## src/hw/rtl/tgp_pkg.sv

```systemverilog
// Shared types, codes and constants of the turtle grid plotter.
package tgp_pkg;

  localparam int GRID_SIZE_DEF = 32;

  // Width of the shared step unit operands: holds a position plus a distance.
  localparam int STEP_W = 7;

  typedef enum logic [2:0] {
    REQ_PEN_UP     = 3'd0,
    REQ_PEN_DOWN   = 3'd1,
    REQ_TURN_RIGHT = 3'd2,
    REQ_TURN_LEFT  = 3'd3,
    REQ_MOVE       = 3'd4,
    REQ_READ       = 3'd5
  } req_t;

  typedef enum logic [1:0] {
    CELL_BLANK = 2'd0,
    CELL_HORIZ = 2'd1,
    CELL_VERT  = 2'd2
  } cell_t;

  typedef enum logic [1:0] {
    HEAD_RIGHT = 2'd0,
    HEAD_DOWN  = 2'd1,
    HEAD_LEFT  = 2'd2,
    HEAD_UP    = 2'd3
  } heading_t;

  typedef enum logic {
    STEP_ADD = 1'b0,
    STEP_SUB = 1'b1
  } step_op_t;

  typedef enum logic [2:0] {
    ST_CLEAR,
    ST_IDLE,
    ST_CALC,
    ST_WALK,
    ST_FLUSH,
    ST_RWAIT
  } state_t;

endpackage

```

## src/hw/rtl/tgp_grid_mem.sv

```systemverilog
// Cell grid memory: one write port, one read port with registered read data.
module tgp_grid_mem import tgp_pkg::*; #(
  parameter int AW = 10
) (
  input  logic          clk,
  input  logic          wr_en,
  input  logic [AW-1:0] wr_addr,
  input  cell_t         wr_data,
  input  logic          rd_en,
  input  logic [AW-1:0] rd_addr,
  output cell_t         rd_data_r
);

  cell_t mem [2**AW];

  always_ff @(posedge clk) begin
    if (wr_en) begin
      mem[wr_addr] <= wr_data;
    end
  end

  always_ff @(posedge clk) begin
    if (rd_en) begin
      rd_data_r <= mem[rd_addr];
    end
  end

endmodule

```

## src/hw/rtl/tgp_step_unit.sv

```systemverilog
// Shared step unit: add or subtract with borrow, for clamping and walking.
module tgp_step_unit import tgp_pkg::*; (
  input  step_op_t          op,
  input  logic [STEP_W-1:0] a,
  input  logic [STEP_W-1:0] b,
  output logic [STEP_W:0]   res
);

  // top bit set on a subtraction means the result went below zero
  always_comb begin
    unique case (op)
      STEP_ADD: res = {1'b0, a} + {1'b0, b};
      STEP_SUB: res = {1'b0, a} - {1'b0, b};
      default:  res = '0;
    endcase
  end

endmodule

```

## src/hw/rtl/turtle_grid_plotter_top.sv

```systemverilog
// Turtle grid plotter: pen, heading and position control over a cell grid memory.
// Pen, turn, unused codes and off-grid reads strobe the result in the cycle after start;
// other reads pass RWAIT; moves pass CALC, and pen-down moves then WALK each cell and FLUSH.
// Throughput: one command in flight; a pen-down move walks one cell per cycle through
// the grid memory (read, then write if blank). Results cannot be stalled.
// Reset: clears all 4**clog2(GRID_SIZE) cells of the grid (1024 at 32), busy high.
module turtle_grid_plotter_top import tgp_pkg::*; #(
  parameter int GRID_SIZE = GRID_SIZE_DEF
) (
  input  logic       clk,
  input  logic       rst_n,
  input  logic       start,
  output logic       busy,
  input  logic [2:0] in_req_type,
  input  logic [5:0] in_steps,
  input  logic [4:0] in_read_row,
  input  logic [4:0] in_read_col,
  output logic       out_valid,
  output logic [1:0] out_cell_code,
  output logic [4:0] out_turtle_row,
  output logic [4:0] out_turtle_col,
  output logic [1:0] out_turtle_heading,
  output logic       out_pen_is_down
);

  localparam int CW = $clog2(GRID_SIZE);
  localparam int AW = 2 * CW;
  localparam logic [CW-1:0]     MAX_POS   = CW'(GRID_SIZE - 1);
  localparam logic [STEP_W-1:0] MAX_POS_W = STEP_W'(GRID_SIZE - 1);
  localparam logic [STEP_W-1:0] GRID_W    = STEP_W'(GRID_SIZE);

  state_t        state_r, state_nxt;
  logic [CW-1:0] pos_row_r, pos_row_nxt;
  logic [CW-1:0] pos_col_r, pos_col_nxt;
  heading_t      heading_r, heading_nxt;
  logic          pen_r, pen_nxt;
  cell_t         code_r, code_nxt;
  logic          out_valid_r, out_valid_nxt;
  logic [5:0]    dist_r, dist_nxt;
  logic          horiz_r, horiz_nxt;
  logic          fwd_r, fwd_nxt;
  logic [CW-1:0] idx_r, idx_nxt;
  logic [CW-1:0] hi_r, hi_nxt;
  logic          pend_r, pend_nxt;
  logic [AW-1:0] pend_addr_r, pend_addr_nxt;
  logic [AW-1:0] clr_cnt_r, clr_cnt_nxt;

  logic          mem_wr_en;
  logic [AW-1:0] mem_wr_addr;
  cell_t         mem_wr_data;
  logic          mem_rd_en;
  logic [AW-1:0] mem_rd_addr;
  cell_t         mem_rd_data;

  step_op_t            step_op;
  logic [STEP_W-1:0]   step_a;
  logic [STEP_W-1:0]   step_b;
  logic [STEP_W:0]     step_res;

  logic [CW-1:0] start_pos;
  logic [CW-1:0] target;
  logic          accept;

  tgp_grid_mem #(
    .AW (AW)
  ) u_mem (
    .clk       (clk),
    .wr_en     (mem_wr_en),
    .wr_addr   (mem_wr_addr),
    .wr_data   (mem_wr_data),
    .rd_en     (mem_rd_en),
    .rd_addr   (mem_rd_addr),
    .rd_data_r (mem_rd_data)
  );

  tgp_step_unit u_step (
    .op  (step_op),
    .a   (step_a),
    .b   (step_b),
    .res (step_res)
  );

  assign busy   = (state_r != ST_IDLE);
  assign accept = start && !busy;

  assign start_pos = horiz_r ? pos_col_r : pos_row_r;

  // Clamp the step unit result to the grid edge
  always_comb begin
    if (fwd_r) begin
      target = (step_res[STEP_W-1:0] > MAX_POS_W) ? MAX_POS : CW'(step_res[STEP_W-1:0]);
    end else begin
      target = step_res[STEP_W] ? '0 : CW'(step_res[STEP_W-1:0]);
    end
  end

  // Write port: clearing pass, else the pending mark of the walk
  always_comb begin
    if (state_r == ST_CLEAR) begin
      mem_wr_en   = 1'b1;
      mem_wr_addr = clr_cnt_r;
      mem_wr_data = CELL_BLANK;
    end else begin
      mem_wr_en   = pend_r && (mem_rd_data == CELL_BLANK);
      mem_wr_addr = pend_addr_r;
      mem_wr_data = horiz_r ? CELL_HORIZ : CELL_VERT;
    end
  end

  always_ff @(posedge clk) begin
    if (!rst_n) begin
      state_r     <= ST_CLEAR;
      pos_row_r   <= '0;
      pos_col_r   <= '0;
      heading_r   <= HEAD_RIGHT;
      pen_r       <= 1'b0;
      out_valid_r <= 1'b0;
      pend_r      <= 1'b0;
      clr_cnt_r   <= '0;
    end else begin
      state_r     <= state_nxt;
      pos_row_r   <= pos_row_nxt;
      pos_col_r   <= pos_col_nxt;
      heading_r   <= heading_nxt;
      pen_r       <= pen_nxt;
      out_valid_r <= out_valid_nxt;
      pend_r      <= pend_nxt;
      clr_cnt_r   <= clr_cnt_nxt;
    end
  end

  always_ff @(posedge clk) begin
    code_r      <= code_nxt;
    dist_r      <= dist_nxt;
    horiz_r     <= horiz_nxt;
    fwd_r       <= fwd_nxt;
    idx_r       <= idx_nxt;
    hi_r        <= hi_nxt;
    pend_addr_r <= pend_addr_nxt;
  end

  always_comb begin
    state_nxt     = state_r;
    pos_row_nxt   = pos_row_r;
    pos_col_nxt   = pos_col_r;
    heading_nxt   = heading_r;
    pen_nxt       = pen_r;
    code_nxt      = code_r;
    out_valid_nxt = 1'b0;
    dist_nxt      = dist_r;
    horiz_nxt     = horiz_r;
    fwd_nxt       = fwd_r;
    idx_nxt       = idx_r;
    hi_nxt        = hi_r;
    pend_nxt      = 1'b0;
    pend_addr_nxt = pend_addr_r;
    clr_cnt_nxt   = clr_cnt_r;
    mem_rd_en     = 1'b0;
    mem_rd_addr   = {CW'(in_read_row), CW'(in_read_col)};
    step_op       = STEP_ADD;
    step_a        = STEP_W'(idx_r);
    step_b        = STEP_W'(1);

    unique case (state_r)
      ST_CLEAR: begin
        clr_cnt_nxt = clr_cnt_r + AW'(1);
        if (clr_cnt_r == '1) begin
          state_nxt = ST_IDLE;
        end
      end

      ST_IDLE: begin
        if (accept) begin
          code_nxt      = CELL_BLANK;
          out_valid_nxt = 1'b1;
          unique case (in_req_type)
            REQ_PEN_UP:     pen_nxt = 1'b0;
            REQ_PEN_DOWN:   pen_nxt = 1'b1;
            REQ_TURN_RIGHT: heading_nxt = heading_t'(heading_r + 2'd1);
            REQ_TURN_LEFT:  heading_nxt = heading_t'(heading_r + 2'd3);
            REQ_MOVE: begin
              out_valid_nxt = 1'b0;
              dist_nxt      = (in_steps == '0) ? '0 : in_steps - 6'd1;
              horiz_nxt     = (heading_r == HEAD_RIGHT) || (heading_r == HEAD_LEFT);
              fwd_nxt       = (heading_r == HEAD_RIGHT) || (heading_r == HEAD_DOWN);
              state_nxt     = ST_CALC;
            end
            REQ_READ: begin
              // outside the grid reads as blank without touching memory
              if ((STEP_W'(in_read_row) < GRID_W) && (STEP_W'(in_read_col) < GRID_W)) begin
                out_valid_nxt = 1'b0;
                mem_rd_en     = 1'b1;
                state_nxt     = ST_RWAIT;
              end
            end
            default: ;
          endcase
        end
      end

      ST_CALC: begin
        step_op = fwd_r ? STEP_ADD : STEP_SUB;
        step_a  = STEP_W'(start_pos);
        step_b  = STEP_W'(dist_r);
        if (horiz_r) begin
          pos_col_nxt = target;
        end else begin
          pos_row_nxt = target;
        end
        if (pen_r) begin
          idx_nxt   = fwd_r ? start_pos : target;
          hi_nxt    = fwd_r ? target : start_pos;
          state_nxt = ST_WALK;
        end else begin
          out_valid_nxt = 1'b1;
          state_nxt     = ST_IDLE;
        end
      end

      ST_WALK: begin
        // read this cell now, mark it next cycle if still blank
        mem_rd_en     = 1'b1;
        mem_rd_addr   = horiz_r ? {pos_row_r, idx_r} : {idx_r, pos_col_r};
        pend_nxt      = 1'b1;
        pend_addr_nxt = mem_rd_addr;
        if (idx_r == hi_r) begin
          state_nxt = ST_FLUSH;
        end else begin
          idx_nxt = CW'(step_res[STEP_W-1:0]);
        end
      end

      ST_FLUSH: begin
        out_valid_nxt = 1'b1;
        state_nxt     = ST_IDLE;
      end

      ST_RWAIT: begin
        code_nxt      = mem_rd_data;
        out_valid_nxt = 1'b1;
        state_nxt     = ST_IDLE;
      end

      default: state_nxt = ST_IDLE;
    endcase
  end

  assign out_valid          = out_valid_r;
  assign out_cell_code      = code_r;
  assign out_turtle_row     = 5'(pos_row_r);
  assign out_turtle_col     = 5'(pos_col_r);
  assign out_turtle_heading = heading_r;
  assign out_pen_is_down    = pen_r;

endmodule

```

## config.mk

```make
export PLATFORM = sky130hd
export DESIGN_NAME = turtle_grid_plotter_top
export DESIGN_NICKNAME = d
export VERILOG_FILES = /design/src/hw/rtl/tgp_pkg.sv /design/src/hw/rtl/tgp_grid_mem.sv /design/src/hw/rtl/tgp_step_unit.sv /design/src/hw/rtl/turtle_grid_plotter_top.sv
export SDC_FILE = /design/constraint.sdc
export NUM_CORES = 2
export LEC_CHECK = 0
export BUFFER_PORTS_ARGS = -buffer_cell sky130_fd_sc_hd__clkbuf_2
export CAP_MARGIN = 20
export CORE_MARGIN = 1.5
export CORE_UTILIZATION = 40
export CTS_BUF_LIST = sky130_fd_sc_hd__clkbuf_16
export DETAILED_ROUTE_END_ITERATION = 16
export HOLD_SLACK_MARGIN = 0.02
export SLEW_MARGIN = 5
export SYNTH_ARGS = -nofsm -noshare
export SYNTH_HDL_FRONTEND = slang
export SYNTH_SLANG_ARGS = --single-unit
export TNS_END_PERCENT = 20
```

## constraint.sdc

```tcl
create_clock -name clk -period 68.3 [get_ports clk]
set_input_delay 3.415 -clock clk [delete_from_list [all_inputs] [get_ports clk]]
set_output_delay 3.415 -clock clk [all_outputs]
set_load 0.1 [all_outputs]
```

==> run metrics <==
count of nets left with antenna violations after detail routing 0; placed cell areas 0.09120 mm2; critical path arrival 8.59 ns; cell type with the largest total area after synthesis edfxtp_1; placeable core region 0.2193 mm2; share of the clock period used by the worst path 11.71%; simple-gate portion of the synthesized area 11.38%; net count of the finished layout 6,592; Die H 472.4 um; Area Growth Syn to Fin 10.99%; Overflow after GRT 0; worst min-delay path class reg -> reg; global-route wire length before repair 409,200 um; drc violations 0; Wirelength per Cell 30.26 um; leading cell types by count after synthesis edfxtp_1, nor2_1, nand2_1, mux2i_1, a21oi_1; Gates resized, CTS repair 0; synthesis-stage register bit count 2,108; Sink Count 2,108; Compound-Gate Fraction of Synth Area 7.168%; slack of the worst reg-to-reg path 61.28 ns; number of DRC markers in iteration 0 9,003; top cells by area, synth edfxtp_1, mux2i_1, nor2_1; fraction of the mapped netlist area in adder cells 0.2158%; die extent in x 472.4 um; Clock Latency Late Sink 0.89 ns; netlist area before placement 0.08815 mm2; Net Count, Synth 6,674; number of maximum-capacitance constraint violations 0; largest family of logic cells by synthesized area simple AND/OR/NAND/NOR gates; cell with the most instances after synthesis edfxtp_1; number of enable flip-flop cells after synthesis 2,080; floorplan die area 0.2232 mm2; count of unique library cells instantiated by Yosys 75; WHS Endpoint fwd_r; Avg Vias per Cell 6.072; most used flip-flop cell after synthesis edfxtp_1; maximum number of pins on one net before global-route repair 214; status complete, no violations; R2R Path End u_mem.rd_data_r[0]; Overall Global Routing Usage 25.49%; total number of vias 58,350; CTS clk-pin slew, worst paths 0.06 ns; count of pins on the block boundary 39; number of instances in the synthesized netlist 6,638; slew margin rel. 16.93%; final clock skew 0.03925 ns; Setup violations, final 0; final cell area excluding filler cells 0.09784 mm2; worst endpoint required time 68.89 ns; max-slew violation count 0; highest clock rate 0.1250 GHz; multiplexer fraction of the synthesized cell area 6.383%; launch instance of the worst register-to-register path state_r[0]; worst-margin pin slew 1.246 ns; cts-stage hold buffer count 0; wire length reported by the detailed router 290,800 um; largest fanout on the critical path 44; first drt pass iteration count 7; leakage 0.03025 uW; CP Launch Type input port; HPWL after DPL 156,500 um; buffer levels on the longest clock path 3; Seq/Total Area, Yosys 71.49%; post-synthesis xor/xnor area fraction 0.1888%; vias in the first global route 56,000; post-route minimum period 7.998 ns; count of fill cells added during filler insertion 19,520; depth of the CTS H-tree 4; Post-synth ARST share 0%; routability cong. 0.8737; effective utilization at floorplan 40.20%; cell row count 172; RSZ-0062 raised after global routing false; count of input and output buffers 38; CTS root buffer clkbuf_16; count of endpoints failing hold in the final timing report 0; Peak VDD IR 0.02789 mV; number of placed instances, taps included 9,211; Cell Count, Final, Fillers Out 9,609; critical path class in -> reg; share of layout cells above drive strength 1 9.382%; launch point of the worst hold path out_turtle_heading[1]; proportion of netlist area held by the largest area contributor 70.86%; average cell area after synthesis 13.28 um2; antenna violations before repair 17; Num CTS Buffers 209; P per Cell Area 27.01 mW/mm2; CTS tree yes; Hold Crit Depth 1; synth warn 0; Hold Worst Slack 0.4933 ns; post-CTS setup-driven buffer insertion count 0; Worst R2R Path Depth 14; kind of end point of the critical path flop; final total negative setup slack 0 ns; Final Util 44.61%
[worst max path at each step]
stage,start,end,slack (ns),cells after the start
after CTS,in_read_col[1],u_mem.rd_data_r[1],60.43,13
after floorplan,state_r[1],u_mem.mem[0][1],38.70,6
final,in_read_col[1],u_mem.rd_data_r[1],60.30,13
after global routing,in_read_col[1],u_mem.rd_data_r[1],60.26,13
after global placement,in_read_col[1],u_mem.rd_data_r[1],59.65,13
after detailed placement,in_read_col[1],u_mem.rd_data_r[1],59.53,13
[per-stage QoR]
step | power, uW | setup slack (ns)
2_1_floorplan | 1500 | 38.70
3_3_place_gp | 1554 | 59.65
3_5_place_dp | 1554 | 59.53
4_1_cts | 2646 | 60.43
5_1_grt | 2701 | 60.26
6_report | 2643 | 60.30
[power by group]
| group | leakage [uW] | internal, uW | switching, uW |
|---|---|---|---|
| registers | 0.0164 | 1400 | 0.380 |
| clock network | 0.00338 | 611 | 501 |
| logic | 0.0105 | 33.2 | 97.9 |
| total | 0.0302 | 2040 | 599 |
[logic make-up after synthesis]
logic type / Yosys count
flip-flops: 2108
AND/OR/NAND/NOR: 2466
XOR/XNOR: 19
multiplexers: 495
adder cells (fa/ha/maj): 14
buffers and inverters: 542
AO/OA/AOI/OAI: 994
[cell type report]
cell class,instances,area (um2),share of cell area [%]
clock inverters,169,1229,1.256
inverters,33,123.9,0.1266
clock buffers,212,5305,5.422
flip-flops and latches,2108,63020,64.41
well taps,2871,3592,3.672
diodes,12,30.03,0.03069
repair buffers,216,1828,1.868
multi-input cells,3988,22710,23.21
[sequential cells by signal, summed over array words and instances, names as in the netlist]
register	flops
out_cell_code	2
state_r	3
clr_cnt_r	10
out_valid	1
out_pen_is_down	1
hi_r	5
horiz_r	1
out_turtle_heading	2
idx_r	5
dist_r	6
fwd_r	1
out_turtle_row	5
pend_r	1
pend_addr_r	10
u_mem.rd_data_r	2
out_turtle_col	5
u_mem.mem	2048
[layout by cell type, fill, tap and decap left out, drive strengths merged, types with 46 or more instances in the layout]
cell type,n
edfxtp,2080
nor2,1080
nand2,1040
mux2i,440
a21oi,432
clkbuf,250
o22ai,179
buf,177
nor4,141
clkinv,96
o221ai,87
inv,87
nand3,64
mux4,48
nor3,48
a31oi,48
o21ai,46
[worst max-delay path: stages]
cell       delay (ns)
clkbuf_2         0.21
inv_1            0.15
mux2i_4          0.16
buf_4            0.56
buf_4            0.56
buf_4            0.68
buf_4            0.67
mux4_2           0.39
a2111oi_0        0.43
o221ai_1         0.26
o211ai_1         0.56
and4_1           0.35
nor4_1           0.07
[metal layers]
layer,vias to the layer above,routed length [um],GRT usage [%]
met5,-,86,0
met4,12,11640,10.05
met3,607,33030,6.255
met2,3550,133600,39.83
met1,29690,112400,34.20
li1,24490,-,-
Power figures use the tool's default switching activity.
